===== src/sv/dbcw_pkg.sv =====
package dbcw_pkg;

   localparam int REQ_DATA_W = 240;
   localparam int RSP_DATA_W = 72;
   localparam int OP_W       = 3;
   localparam int CSR_IDX_W  = 3;
   localparam int CSR_DATA_W = 32;

   localparam int DIV_NUM_W  = 54;
   localparam int DIV_DEN_W  = 16;

   localparam logic [2:0] OP_ACK      = 3'd0;
   localparam logic [2:0] OP_ECN      = 3'd1;
   localparam logic [2:0] OP_LOSS     = 3'd2;
   localparam logic [2:0] OP_TIMEOUT  = 3'd3;
   localparam logic [2:0] OP_SPURIOUS = 3'd4;
   localparam logic [2:0] OP_RTT      = 3'd5;
   localparam logic [2:0] OP_BLOCKED  = 3'd6;
   localparam logic [2:0] OP_RESET    = 3'd7;

   localparam logic [1:0] MODE_INIT   = 2'd0;
   localparam logic [1:0] MODE_EVAL   = 2'd1;
   localparam logic [1:0] MODE_FREEZE = 2'd2;

   localparam logic [2:0] REG_INITIAL_WINDOW = 3'd0;
   localparam logic [2:0] REG_MINIMUM_WINDOW = 3'd1;
   localparam logic [2:0] REG_DELAY_CAP      = 3'd2;
   localparam logic [2:0] REG_EPOCH_LENGTH   = 3'd3;
   localparam logic [2:0] REG_REPEAT_LIMIT   = 3'd4;

   localparam logic [31:0] DEF_INITIAL_WINDOW = 32'd15360;
   localparam logic [31:0] DEF_MINIMUM_WINDOW = 32'd3072;
   localparam logic [15:0] DEF_DELAY_CAP      = 16'd25000;
   localparam logic [23:0] DEF_EPOCH_LENGTH   = 24'd1000000;
   localparam logic [7:0]  DEF_REPEAT_LIMIT   = 8'd4;

   typedef enum logic [3:0] {
      ST_IDLE,
      ST_FREEZE,
      ST_OP,
      ST_ROLL_STEP,
      ST_ROLL_END,
      ST_RTT_EVAL,
      ST_RTT_DECIDE,
      ST_MUL,
      ST_DIV_START,
      ST_DIV_WAIT,
      ST_GROW,
      ST_DONE
   } state_type;

   typedef enum logic [3:0] {
      CMD_NONE,
      CMD_LOAD,
      CMD_FREEZE_EXIT,
      CMD_OP,
      CMD_ROLL_INIT,
      CMD_ROLL_STEP,
      CMD_ROLL_END,
      CMD_RTT_EVAL,
      CMD_RTT_DECIDE,
      CMD_MUL,
      CMD_DIV_START,
      CMD_GROW,
      CMD_RESULT
   } cmd_type;

   typedef struct packed {
      logic is_rtt;
      logic roll_needed;
      logic roll_last;
      logic frozen;
      logic low_delay;
      logic init_mode;
      logic div_done;
   } status_type;

endpackage


===== src/sv/dbcw_div.sv =====
module dbcw_div (
   input  logic                           clock,
   input  logic                           reset,
   input  logic                           start,
   input  logic [dbcw_pkg::DIV_NUM_W-1:0] dividend,
   input  logic [dbcw_pkg::DIV_DEN_W-1:0] divisor,
   output logic                           done,
   output logic [dbcw_pkg::DIV_NUM_W-1:0] quotient
);
   import dbcw_pkg::*;

   localparam int STEPS = DIV_NUM_W / 2;
   localparam int CNT_W = $clog2(STEPS + 1);

   logic [DIV_DEN_W:0]   rem_ff, rem_in;
   logic [DIV_NUM_W-1:0] quo_ff, quo_in;
   logic [DIV_DEN_W-1:0] den_ff;
   logic [CNT_W-1:0]     cnt_ff, cnt_in;
   logic                 busy_ff, busy_in;
   logic                 done_ff, done_in;

   // two restoring steps per cycle; dividend shifts out as quotient shifts in
   always_comb begin
      logic [DIV_DEN_W:0]   r;
      logic [DIV_NUM_W-1:0] q;
      r       = rem_ff;
      q       = quo_ff;
      for (int k = 0; k < 2; k++) begin
         r = {r[DIV_DEN_W-1:0], q[DIV_NUM_W-1]};
         q = {q[DIV_NUM_W-2:0], 1'b0};
         if (r >= {1'b0, den_ff}) begin
            r    = r - {1'b0, den_ff};
            q[0] = 1'b1;
         end
      end
      rem_in  = r;
      quo_in  = q;
      cnt_in  = cnt_ff - 1'b1;
      busy_in = busy_ff && (cnt_ff != CNT_W'(1));
      done_in = busy_ff && (cnt_ff == CNT_W'(1));
   end

   always_ff @(posedge clock) begin
      if (reset) begin
         busy_ff <= 1'b0;
         done_ff <= 1'b0;
         cnt_ff  <= '0;
      end else if (start) begin
         busy_ff <= 1'b1;
         done_ff <= 1'b0;
         cnt_ff  <= CNT_W'(STEPS);
      end else begin
         busy_ff <= busy_in;
         done_ff <= done_in;
         if (busy_ff) cnt_ff <= cnt_in;
      end
   end

   always_ff @(posedge clock) begin
      if (start) begin
         rem_ff <= '0;
         quo_ff <= dividend;
         den_ff <= divisor;
      end else if (busy_ff) begin
         rem_ff <= rem_in;
         quo_ff <= quo_in;
      end
   end

   assign done     = done_ff;
   assign quotient = quo_ff;

endmodule


===== src/sv/dbcw_datapath.sv =====
module dbcw_datapath #(
   parameter int HISTORY_DEPTH = 6
) (
   input  logic                            clock,
   input  logic                            reset,
   input  logic                            csr_we,
   input  logic [dbcw_pkg::CSR_IDX_W-1:0]  csr_index,
   input  logic [dbcw_pkg::CSR_DATA_W-1:0] csr_wdata,
   input  logic [dbcw_pkg::REQ_DATA_W-1:0] req_tdata,
   input  logic [dbcw_pkg::OP_W-1:0]       req_tuser,
   input  dbcw_pkg::cmd_type               cmd,
   output dbcw_pkg::status_type            status,
   output logic [dbcw_pkg::RSP_DATA_W-1:0] rsp_tdata
);
   import dbcw_pkg::*;

   localparam int IDX_W = $clog2(HISTORY_DEPTH);

   function automatic logic [15:0] delay_limit(input logic [31:0] r, input logic [15:0] cap);
      logic [28:0] d;
      d = r[31:3];
      return (d > {13'b0, cap}) ? cap : d[15:0];
   endfunction

   // configuration
   logic [31:0] cfg_iw_ff, cfg_mw_ff;
   logic [15:0] cfg_cap_ff;
   logic [23:0] cfg_el_ff;
   logic [7:0]  cfg_rl_ff;

   // latched item
   logic [2:0]  op_ff;
   logic [31:0] rtt_ff, fmax_ff;
   logic [23:0] bytes_ff;
   logic [47:0] now_ff, send_ff, acked_ff;
   logic        lc_ff, fr_ff, ga_ff;

   // controller state
   logic [31:0] window_ff, window_in;
   logic [1:0]  mode_ff, mode_in;
   logic [47:0] fend_ff, fend_in, eend_ff, eend_in, rseq_ff, rseq_in;
   logic [31:0] min_ff, min_in, roll_ff, roll_in;
   logic [15:0] thr_ff, thr_in;
   logic [31:0] hist_ff [HISTORY_DEPTH];
   logic [31:0] hist_in [HISTORY_DEPTH];
   logic [39:0] bsr_ff, bsr_in;
   logic [7:0]  ec_ff, ec_in;
   logic        fbt_ff, fbt_in, fnd_ff, fnd_in, trust_ff, trust_in;

   // work registers
   logic [31:0]      delta_ff, delta_in, minacc_ff, minacc_in;
   logic [IDX_W-1:0] idx_ff, idx_in;
   logic [55:0]      prod_ff;
   logic [RSP_DATA_W-1:0] out_ff;

   logic                 div_done;
   logic [DIV_NUM_W-1:0] div_q;

   // congestion cut
   logic        cg_delay, cg_timeout, cg_skip;
   logic [31:0] cg_cut, cg_win;
   logic        low_delay;

   assign low_delay  = delta_ff < {16'b0, thr_ff};
   assign cg_delay   = (cmd == CMD_RTT_DECIDE);
   assign cg_timeout = (cmd == CMD_OP) && (op_ff == OP_TIMEOUT);
   assign cg_skip    = (mode_ff == MODE_FREEZE) && (!cg_timeout || !fbt_ff) &&
                       (!cg_delay || !fnd_ff);
   assign cg_cut     = cg_delay ? (window_ff - {3'b0, window_ff[31:3]}) : {1'b0, window_ff[31:1]};
   assign cg_win     = (cg_timeout || cg_cut < cfg_mw_ff) ? cfg_mw_ff : cg_cut;

   always_ff @(posedge clock) begin
      if (reset) begin
         cfg_iw_ff  <= DEF_INITIAL_WINDOW;
         cfg_mw_ff  <= DEF_MINIMUM_WINDOW;
         cfg_cap_ff <= DEF_DELAY_CAP;
         cfg_el_ff  <= DEF_EPOCH_LENGTH;
         cfg_rl_ff  <= DEF_REPEAT_LIMIT;
      end else if (csr_we) begin
         unique case (csr_index)
            REG_INITIAL_WINDOW: cfg_iw_ff  <= csr_wdata;
            REG_MINIMUM_WINDOW: cfg_mw_ff  <= csr_wdata;
            REG_DELAY_CAP:      cfg_cap_ff <= csr_wdata[15:0];
            REG_EPOCH_LENGTH:   cfg_el_ff  <= csr_wdata[23:0];
            REG_REPEAT_LIMIT:   cfg_rl_ff  <= csr_wdata[7:0];
            default: ;
         endcase
      end
   end

   always_ff @(posedge clock) begin
      if (cmd == CMD_LOAD) begin
         op_ff    <= req_tuser;
         rtt_ff   <= req_tdata[31:0];
         bytes_ff <= req_tdata[55:32];
         now_ff   <= req_tdata[103:56];
         lc_ff    <= req_tdata[104];
         fmax_ff  <= req_tdata[136:105];
         fr_ff    <= req_tdata[137];
         send_ff  <= req_tdata[185:138];
         acked_ff <= req_tdata[233:186];
         ga_ff    <= req_tdata[234];
      end
      if (cmd == CMD_MUL) prod_ff <= bsr_ff * (thr_ff - delta_ff[15:0]);
      if (cmd == CMD_RESULT) out_ff <= {6'b0, roll_ff, mode_ff, window_ff};
   end

   always_comb begin
      logic [40:0] ack_sum;
      logic [7:0]  ec_inc;
      logic [53:0] grow_add;
      logic [54:0] grow_sum;
      logic [31:0] hv;
      logic        do_cong, do_grow;

      window_in = window_ff; mode_in = mode_ff; fend_in = fend_ff; eend_in = eend_ff;
      rseq_in = rseq_ff; min_in = min_ff; roll_in = roll_ff; thr_in = thr_ff;
      hist_in = hist_ff; bsr_in = bsr_ff; ec_in = ec_ff; fbt_in = fbt_ff;
      fnd_in = fnd_ff; trust_in = trust_ff; delta_in = delta_ff;
      minacc_in = minacc_ff; idx_in = idx_ff;
      do_cong  = 1'b0;
      do_grow  = 1'b0;
      ack_sum  = {1'b0, bsr_ff} + {17'b0, bytes_ff};
      ec_inc   = (ec_ff == 8'hFF) ? ec_ff : ec_ff + 8'd1;
      grow_add = (cmd == CMD_GROW) ? div_q : {14'b0, bsr_ff};
      grow_sum = {23'b0, window_ff} + {1'b0, grow_add};
      hv       = hist_ff[idx_ff - 1'b1];

      unique case (cmd)
         CMD_FREEZE_EXIT: begin
            if (mode_ff == MODE_FREEZE && (now_ff > fend_ff || rseq_ff <= acked_ff)) begin
               mode_in = fbt_ff ? MODE_INIT : MODE_EVAL;
               fnd_in  = 1'b0;
               fbt_in  = 1'b0;
               ec_in   = '0;
               bsr_in  = '0;
            end
         end
         CMD_OP: begin
            case (op_ff) inside
               OP_ACK: begin
                  if (mode_ff != MODE_FREEZE)
                     bsr_in = ack_sum[40] ? {40{1'b1}} : ack_sum[39:0];
               end
               OP_ECN: do_cong = !cg_skip;
               OP_LOSS, OP_TIMEOUT: do_cong = lc_ff && !cg_skip;
               OP_SPURIOUS: begin
                  if (ec_ff != 8'd0) ec_in = ec_ff - 8'd1;
               end
               OP_RTT: begin
                  if (fr_ff && (fmax_ff < roll_ff || roll_ff == 32'd0)) begin
                     roll_in = fmax_ff;
                     if (fmax_ff < min_ff) min_in = fmax_ff;
                  end
               end
               OP_RESET: begin
                  window_in = cfg_iw_ff;
                  mode_in   = MODE_INIT;
                  fend_in   = '0;
                  rseq_in   = '0;
                  min_in    = rtt_ff;
                  roll_in   = rtt_ff;
                  thr_in    = delay_limit(rtt_ff, cfg_cap_ff);
                  for (int i = 0; i < HISTORY_DEPTH; i++) hist_in[i] = '0;
                  bsr_in    = '0;
                  ec_in     = '0;
                  fbt_in    = 1'b0;
                  fnd_in    = 1'b0;
                  trust_in  = 1'b0;
                  eend_in   = now_ff + {24'b0, cfg_el_ff};
               end
               default: ;
            endcase
         end
         CMD_ROLL_INIT: begin
            minacc_in = {32{1'b1}};
            idx_in    = IDX_W'(HISTORY_DEPTH - 1);
         end
         CMD_ROLL_STEP: begin
            hist_in[idx_ff] = hv;
            if (hv != 32'd0 && hv < minacc_ff) minacc_in = hv;
            idx_in = idx_ff - 1'b1;
         end
         CMD_ROLL_END: begin
            min_in     = minacc_ff;
            thr_in     = delay_limit(minacc_ff, cfg_cap_ff);
            hist_in[0] = roll_ff;
            roll_in    = fmax_ff;
            eend_in    = now_ff + {24'b0, cfg_el_ff};
         end
         CMD_RTT_EVAL: begin
            if (mode_ff != MODE_FREEZE) begin
               delta_in = '0;
               if (rtt_ff < min_ff) thr_in = delay_limit(min_ff, cfg_cap_ff);
               else if (trust_ff) delta_in = rtt_ff - min_ff;
               else begin
                  min_in   = rtt_ff;
                  roll_in  = rtt_ff;
                  trust_in = 1'b1;
               end
            end
         end
         CMD_RTT_DECIDE: begin
            if (low_delay) begin
               ec_in = '0;
               if (mode_ff == MODE_INIT) begin
                  do_grow = 1'b1;
                  bsr_in  = '0;
               end
            end else begin
               ec_in   = ec_inc;
               do_cong = (ec_inc >= cfg_rl_ff);
            end
         end
         CMD_GROW: begin
            do_grow = 1'b1;
            bsr_in  = '0;
         end
         default: ;
      endcase

      if (do_grow && ga_ff)
         window_in = (grow_sum[54:32] != '0) ? {32{1'b1}} : grow_sum[31:0];
      if (do_cong) begin
         fnd_in    = !cg_delay;
         fbt_in    = cg_timeout;
         mode_in   = MODE_FREEZE;
         fend_in   = now_ff + {16'b0, min_ff};
         rseq_in   = send_ff;
         ec_in     = '0;
         window_in = cg_win;
      end
   end

   always_ff @(posedge clock) begin
      if (reset) begin
         window_ff <= DEF_INITIAL_WINDOW;
         mode_ff   <= MODE_INIT;
         fend_ff   <= '0;
         eend_ff   <= {24'b0, DEF_EPOCH_LENGTH};
         rseq_ff   <= '0;
         min_ff    <= '0;
         roll_ff   <= '0;
         thr_ff    <= '0;
         for (int i = 0; i < HISTORY_DEPTH; i++) hist_ff[i] <= '0;
         bsr_ff    <= '0;
         ec_ff     <= '0;
         fbt_ff    <= 1'b0;
         fnd_ff    <= 1'b0;
         trust_ff  <= 1'b0;
      end else begin
         window_ff <= window_in;
         mode_ff   <= mode_in;
         fend_ff   <= fend_in;
         eend_ff   <= eend_in;
         rseq_ff   <= rseq_in;
         min_ff    <= min_in;
         roll_ff   <= roll_in;
         thr_ff    <= thr_in;
         hist_ff   <= hist_in;
         bsr_ff    <= bsr_in;
         ec_ff     <= ec_in;
         fbt_ff    <= fbt_in;
         fnd_ff    <= fnd_in;
         trust_ff  <= trust_in;
      end
   end

   always_ff @(posedge clock) begin
      delta_ff  <= delta_in;
      minacc_ff <= minacc_in;
      idx_ff    <= idx_in;
   end

   dbcw_div u_div (
      .clock    (clock),
      .reset    (reset),
      .start    (cmd == CMD_DIV_START),
      .dividend (prod_ff[55:2]),
      .divisor  (thr_ff),
      .done     (div_done),
      .quotient (div_q)
   );

   assign status.is_rtt      = (op_ff == OP_RTT);
   assign status.roll_needed = (op_ff == OP_RTT) && fr_ff && (now_ff > eend_ff);
   assign status.roll_last   = (idx_ff == IDX_W'(1));
   assign status.frozen      = (mode_ff == MODE_FREEZE);
   assign status.low_delay   = low_delay;
   assign status.init_mode   = (mode_ff == MODE_INIT);
   assign status.div_done    = div_done;
   assign rsp_tdata          = out_ff;

endmodule


===== src/sv/dbcw_ctrl.sv =====
module dbcw_ctrl (
   input  logic                 clock,
   input  logic                 reset,
   input  logic                 req_tvalid,
   output logic                 req_tready,
   output logic                 rsp_tvalid,
   input  logic                 rsp_tready,
   input  dbcw_pkg::status_type status,
   output dbcw_pkg::cmd_type    cmd
);
   import dbcw_pkg::*;

   state_type state_ff, state_in;
   logic      valid_ff, valid_in;

   always_ff @(posedge clock) begin
      if (reset) begin
         state_ff <= ST_IDLE;
         valid_ff <= 1'b0;
      end else begin
         state_ff <= state_in;
         valid_ff <= valid_in;
      end
   end

   always_comb begin
      state_in   = state_ff;
      cmd        = CMD_NONE;
      req_tready = 1'b0;
      valid_in   = valid_ff && !rsp_tready;
      unique case (state_ff)
         ST_IDLE: begin
            req_tready = 1'b1;
            if (req_tvalid) begin
               cmd      = CMD_LOAD;
               state_in = ST_FREEZE;
            end
         end
         ST_FREEZE: begin
            cmd      = CMD_FREEZE_EXIT;
            state_in = ST_OP;
         end
         ST_OP: begin
            if (status.roll_needed) begin
               cmd      = CMD_ROLL_INIT;
               state_in = ST_ROLL_STEP;
            end else begin
               cmd      = CMD_OP;
               state_in = status.is_rtt ? ST_RTT_EVAL : ST_DONE;
            end
         end
         ST_ROLL_STEP: begin
            cmd = CMD_ROLL_STEP;
            if (status.roll_last) state_in = ST_ROLL_END;
         end
         ST_ROLL_END: begin
            cmd      = CMD_ROLL_END;
            state_in = ST_RTT_EVAL;
         end
         ST_RTT_EVAL: begin
            cmd      = CMD_RTT_EVAL;
            state_in = status.frozen ? ST_DONE : ST_RTT_DECIDE;
         end
         ST_RTT_DECIDE: begin
            cmd      = CMD_RTT_DECIDE;
            state_in = (status.low_delay && !status.init_mode) ? ST_MUL : ST_DONE;
         end
         ST_MUL: begin
            cmd      = CMD_MUL;
            state_in = ST_DIV_START;
         end
         ST_DIV_START: begin
            cmd      = CMD_DIV_START;
            state_in = ST_DIV_WAIT;
         end
         ST_DIV_WAIT: begin
            if (status.div_done) state_in = ST_GROW;
         end
         ST_GROW: begin
            cmd      = CMD_GROW;
            state_in = ST_DONE;
         end
         ST_DONE: begin
            if (!valid_ff || rsp_tready) begin
               cmd      = CMD_RESULT;
               valid_in = 1'b1;
               state_in = ST_IDLE;
            end
         end
         default: state_in = ST_IDLE;
      endcase
   end

   assign rsp_tvalid = valid_ff;

`ifndef ASSERT_OFF
   a_accept_starts: assert property (@(posedge clock) disable iff (reset)
      (req_tvalid && req_tready) |=> state_ff == ST_FREEZE)
      else $error("accepted item did not start processing");
   a_div_order: assert property (@(posedge clock) disable iff (reset)
      (state_ff == ST_DIV_WAIT) |->
         ($past(state_ff) == ST_DIV_START || $past(state_ff) == ST_DIV_WAIT))
      else $error("divider wait entered without start");
   a_result_from_done: assert property (@(posedge clock) disable iff (reset)
      $rose(valid_ff) |-> $past(state_ff) == ST_DONE)
      else $error("result raised outside done state");
`endif

endmodule


===== src/sv/delay_based_congestion_window.sv =====
// Processing: freeze-exit check, then the opcode step; an RTT sample adds an
// evaluation and, unless frozen, a decision; a low-delay sample in eval mode
// adds a multiply and a radix-4 divide; an epoch roll replaces the opcode step.
// Throughput: one item in flight; the next item is accepted the cycle after the
// result is registered, which waits while a previous result is not yet taken.
// Reset: synchronous, active high; config, controller state and FSM reset.
module delay_based_congestion_window #(
   parameter int HISTORY_DEPTH = 6
) (
   input  logic                            clock,
   input  logic                            reset,
   input  logic                            csr_we,
   input  logic [dbcw_pkg::CSR_IDX_W-1:0]  csr_index,
   input  logic [dbcw_pkg::CSR_DATA_W-1:0] csr_wdata,
   input  logic                            req_tvalid,
   output logic                            req_tready,
   // rtt_sample, bytes_acked, now_us, loss_confirmed, filtered_rtt_max,
   // filter_ready, send_sequence, acked_sequence, growth_allowed
   input  logic [dbcw_pkg::REQ_DATA_W-1:0] req_tdata,
   // opcode
   input  logic [dbcw_pkg::OP_W-1:0]       req_tuser,
   output logic                            rsp_tvalid,
   input  logic                            rsp_tready,
   // window_bytes, mode, epoch_min_rtt
   output logic [dbcw_pkg::RSP_DATA_W-1:0] rsp_tdata
);
   import dbcw_pkg::*;

   cmd_type    cmd;
   status_type status;

   dbcw_ctrl u_ctrl (
      .clock      (clock),
      .reset      (reset),
      .req_tvalid (req_tvalid),
      .req_tready (req_tready),
      .rsp_tvalid (rsp_tvalid),
      .rsp_tready (rsp_tready),
      .status     (status),
      .cmd        (cmd)
   );

   dbcw_datapath #(.HISTORY_DEPTH(HISTORY_DEPTH)) u_dp (
      .clock     (clock),
      .reset     (reset),
      .csr_we    (csr_we),
      .csr_index (csr_index),
      .csr_wdata (csr_wdata),
      .req_tdata (req_tdata),
      .req_tuser (req_tuser),
      .cmd       (cmd),
      .status    (status),
      .rsp_tdata (rsp_tdata)
   );

endmodule


===== config.mk =====
export PLATFORM = sky130hd
export DESIGN_NAME = delay_based_congestion_window
export DESIGN_NICKNAME = d
export VERILOG_FILES = /design/src/sv/dbcw_pkg.sv /design/src/sv/dbcw_div.sv /design/src/sv/dbcw_datapath.sv /design/src/sv/dbcw_ctrl.sv /design/src/sv/delay_based_congestion_window.sv
export SDC_FILE = /design/constraint.sdc
export NUM_CORES = 2
export LEC_CHECK = 0
export ABC_AREA = 1
export BUFFER_PORTS_ARGS = -buffer_cell sky130_fd_sc_hd__buf_2
export CORE_MARGIN = 4
export CORE_UTILIZATION = 40
export DETAILED_ROUTE_END_ITERATION = 8
export SLEW_MARGIN = 5
export SYNTH_ARGS = -nofsm -noshare
export SYNTH_HDL_FRONTEND = slang
export SYNTH_SLANG_ARGS = --single-unit

===== constraint.sdc =====
create_clock -name clock -period 58.8 [get_ports clock]
set_input_delay 8.82 -clock clock [delete_from_list [all_inputs] [get_ports clock]]
set_output_delay 8.82 -clock clock [all_outputs]
set_load 0.02 [all_outputs]

Word-level counts from Yosys, hierarchy flattened. Index checks and enable logic that the tools add are counted. W data, S select, Z words.

Add/subtract/negate cells: 13. Muxes and demuxes: 156. Reduce and logical (&&, ||, !) cells: 77. Eq/ne operators: 86. Magnitude comparators: 18. Bitwise logic cells: 3. Multipliers: 1.

Operator list (number): $mux W192 (6); $mux W32 (33); $mux W48 (15); $mux W40 (11); $pmux W160 S2 (1); $pmux W32 S3 (3); $mux W16 (13); $bwmux W192 (1); $mux W54 (3); $lt A32 B32 Y1 (5); $pmux W40 S4 (1); $bmux W32 S3 (1); $demux W32 S3 (1); $gt A48 B48 Y1 (2); $pmux W48 S2 (1); $gt A29 B16 Y1 (3); $mux W8 (10); $pmux W32 S2 (1); $ne A3 B3 Y1 const B (21); $mul A40 B56 Y56 (1); $add A32 B54 Y55 (1); $add A48 B24 Y48 (1); $add A48 B32 Y48 (1); $le A48 B48 Y1 (1); 63 further kinds (217).

Input bits: 283. Logic and storage cells: 403. Output and inout bits: 74. Flip-flop bits (word level): 1138.

Logic depth before layout (Yosys ltp).
Depth after elaboration: 19. Mapped depth: 46. Mapped depth without buffers: 45.

Cells and area by module. Synthesis repeated with hierarchy kept, for this count alone.

Cells, all modules: 12433. Area, all modules: 92821.5 sq um.

By module, submodules not included: dbcw_datapath (area an instance 86302.8 sq um, cells each 11564, instances 1, seq. area each 25034.0 sq um); dbcw_div (area an instance 5979.5 sq um, cells each 775, instances 1, seq. area each 2562.5 sq um); dbcw_ctrl (area an instance 539.3 sq um, cells each 94, instances 1, seq. area each 100.1 sq um).

Least setup slack after synthesis. OpenSTA, ideal clock, no wires.

Kind: input to register. Start point: input req_tvalid. End point: register u_dp.acked_ff[0] (enable). Buffers on the path: 0. Arrival time: 24.793 ns. Stages on the path: 2. Setup time: 1.130 ns. Slack: 32.877 ns. Data required time: 57.670 ns. Cells stage by stage: inv_1 > nor3_1.

Longest elaborated chain between the ends: 3.

RTL lines: start: declaration (line delay_based_congestion_window.sv:15) `input logic req_tvalid,`; $mux W1 (line dbcw_ctrl.sv:34) `if (req_tvalid) begin`; $pmux W4 S11 (line dbcw_ctrl.sv:31) `unique case (state_ff)`; $eq A4 B1 Y1 (line dbcw_datapath.sv:92) `if (cmd == CMD_LOAD) begin`; end signal: assignment (line dbcw_datapath.sv:101) `acked_ff <= req_tdata[233:186];`; end: declaration (line dbcw_datapath.sv:35) `logic [47:0] now_ff, send_ff, acked_ff;`.

No other way between the ends. A chain may end at the register's enable or synchronous reset.

Final worst setup path.
Start point: register u_dp.thr_ff[0]. End point: register u_dp.prod_ff[49] (data pin).

Longest elaborated chain between the ends: 2.

RTL lines: start: declaration (line dbcw_datapath.sv:43) `logic [15:0] thr_ff, thr_in;`; start signal: assignment (line dbcw_datapath.sv:259) `thr_ff <= thr_in;`; $sub A16 B16 Y17 (line dbcw_datapath.sv:104) `if (cmd == CMD_MUL) prod_ff <= bsr_ff * (thr_ff - delta_ff[15:0]);`; $mul A40 B56 Y56 (line dbcw_datapath.sv:104); end signal: assignment (line dbcw_datapath.sv:104); end: declaration (line dbcw_datapath.sv:53) `logic [55:0] prod_ff;`.

No other way between the ends.

==> reports/metrics.cfg <==
[clocking]
cts-hold-fix-buffers = 0
root_buffer = clkbuf_16
clock-sinks = 1136
worstSkewPairLatency_ps = 830
cts-buffers-inserted = 131
cts_resized = 0
cts_setup_buffers = 0
cts_tree = yes
path_clk_slew_ps = 60
cts_max_level = 4
cts_buffer_depth = 3

[worst_setup_path]
critPathLaunchType = register
cp.arrival_ps = 11660
crit_type = register to register
cp.buffers_inverters = 12
end_kind = register
max_stage_delay_ps = 810
critPathRequiredTime_ps = 59360
critPathTopFamily = adder cells
cp_slowest_cell = fa_1
critPathMostFrequentCell = inv_1
crit_fanout = 30

[global_route]
grt_pass1_vias = 78500
grt_max_degree = 133
grt-ovfl-total = 0
grt_use_total_pct = 24.9
grt_pass1_wl_um = 480000
antenna_found_initial = 20

[yosys]
synth_cells = 12400
synth.largest_area_cell = fa_1
yosysWarningCount = 0
ys_seq_elements = 1136
synth_edf_count = 495
yosys_most_used_dff = dfxtp_1
synth-compound-area-share_pct = 11.6
synth_area_leaders = fa_1 17%, edfxtp_1 15%, dfxtp_1 13%
synthMuxAreaShare_pct = 0.0104
synth_top_family_by_area = adder cells
synth_xor_area_share_pct = 2.30
synth_fa_ha_area_share_pct = 26.4
ys_types = 65
synth-simple-area-share_pct = 21.0
synth_area_um2 = 96100
synth.most_common_cell = nand2_1
synth_commonest_cells = 2814 x nand2_1, 1941 x inv_1, 1307 x nor2_1
yosysSeqAreaShare_pct = 28.8
avgSynthCellArea_um2 = 7.74
synth_top_area_share_pct = 16.7
synthArstFlopShare_pct = 0

[timing]
max_freq_mhz = 90.0
finalCriticalPeriod_ps = 11110
timing.final.crit_share_pct = 18.9
setup_viol = 0
worst_slack_ps = 47690
hold_viol_final = 0
holdWs_ps = 457
fin_skew_ps = 45.7
final-max-slew-violation-count = 0
setup_tns_ps = 0
tightest_slew_ps = 1270
max_slew_margin_pct = 15.6
rsz0062_at_grt = false

[routing]
drtAntennaViolNets = 0
routed_wire_length_per_instance_um = 19.9
drt_iter0_markers = 7769
drt-total-wl_um = 315000
drc = 0
dr.pass1.iters = 6
vias = 82900
viasPerCell = 5.24

[placement]
numPortBuffers = 345
place_hpwl_um = 241000
place.gp.congestion = 0.956
place_ws_ps = 46880

[cells_and_area]
finish.utilization_pct = 44.2
drive_gt1_share_pct = 6.57
area_growth_pct = 9.62
fill_cells = 24100
nNetsFinal = 14400

[flow_run]
drv_cap = 0

[floorplanning]
dieArea_um2 = 248000
die_h_um = 498
core_area_um2 = 239000
rows = 179
die_w_um = 498
io_pins = 357
start_util_pct = 40.3

[outcome]
status = completed

[min_path]
min_path_type = register to register

cell usage in the layout (no fill, tap or decap), drive strengths merged, types with 4 or more instances in the layout:
cell and instances:
a211oi 17, a21boi 18, a21o 28, a21oi 1014, a221oi 7, a31oi 67, and3 5, buf 466
bufinv 9, clkbuf 176, clkinv 48, clkinvlp 11, conb 6, dfxtp 641, edfxtp 495, fa 802
ha 747, inv 1966, nand2 2830, nand3 409, nand3b 16, nand4 146, nor2 1334, nor3 113
nor4 45, o2111ai 5, o211a 4, o211ai 66, o21a 35, o21ai 710, o21bai 22, o221a 4
o221ai 8, o22ai 14, o31ai 6, o41ai 29, or2 52, xnor2 90, xor2 162
area by class of cell:
| type | instances | area [µm²] | area share, % |
|---|---|---|---|
| diodes | 3 | 7.51 | 0.00712 |
| clock buffers | 176 | 3680 | 3.50 |
| clock inverters | 67 | 749 | 0.711 |
| inverters | 1967 | 7390 | 7.01 |
| multi-input cells | 8828 | 59200 | 56.2 |
| flip-flops and latches | 1136 | 27700 | 26.3 |
| well taps | 3167 | 3960 | 3.76 |
| repair buffers | 466 | 2670 | 2.53 |
flip-flops by register name, summed over array words and instances (netlist names), 40 cells and up:
signal	count
u_dp.u_div.quotient	54
u_dp.rseq_ff	48
u_dp.rsp_tdata	66
u_dp.send_ff	48
u_dp.now_ff	48
u_dp.acked_ff	48
u_dp.hist_ff	192
u_dp.bsr_ff	40
u_dp.prod_ff	54
u_dp.fend_ff	48
u_dp.eend_ff	48
tightest hold or removal path: stages (launching register included):
cell	delay [ps]
dfxtp_1	300
nand2_1	60
a21oi_1	50
kinds of logic (layout without fill, tap and decap cells):
kind of cell | after synthesis | after routing
muxes | 1 | 1
other | 1 | 9
xor gates and xnor gates | 252 | 252
adders and majority gates | 1549 | 1549
buffers and inverters | 2459 | 2676
and+or+nand+nor | 4956 | 4956
AOI/OAI and AO/OA | 2064 | 2064
DFF | 1136 | 1136
path summary, 6_finish.rpt:
path	cells after the start	end	slack [ps]	startpoint
worst max register to register	40	u_dp.prod_ff[49]$_DFFE_PN_	47690	u_dp.thr_ff[0]$_SDFFE_PP0P_
worst max-delay path	40	u_dp.prod_ff[49]$_DFFE_PN_	47690	u_dp.thr_ff[0]$_SDFFE_PP0P_
worst min-delay path	2	u_dp.hist_ff[159]$_SDFFE_PP0P_	460	u_dp.hist_ff[159]$_SDFFE_PP0P_
worst min register to register	2	u_dp.hist_ff[159]$_SDFFE_PP0P_	460	u_dp.hist_ff[159]$_SDFFE_PP0P_
metrics by stage:
step | std cells | instance area (µm²)
after detailed placement | 15600 | 101000
after global placement | 15600 | 101000
after global routing | 15800 | 105000
after CTS | 15800 | 105000
after floorplan | 12400 | 96100
final | 15800 | 105000
layer usage:
| layer | vias to the layer above | track usage [%] | wire [µm] |
|---|---|---|---|
| li1 | 39900 | - | - |
| met1 | 39500 | 36.2 | 143000 |
| met2 | 3049 | 37.7 | 135000 |
| met3 | 450 | 4.96 | 28200 |
| met4 | 6 | 6.61 | 8970 |
| met5 | - | 0 | 34 |
Power is left out: the tool's default activity adds up to more than one toggle a clock period on the data nets, which glitch-free logic cannot reach.
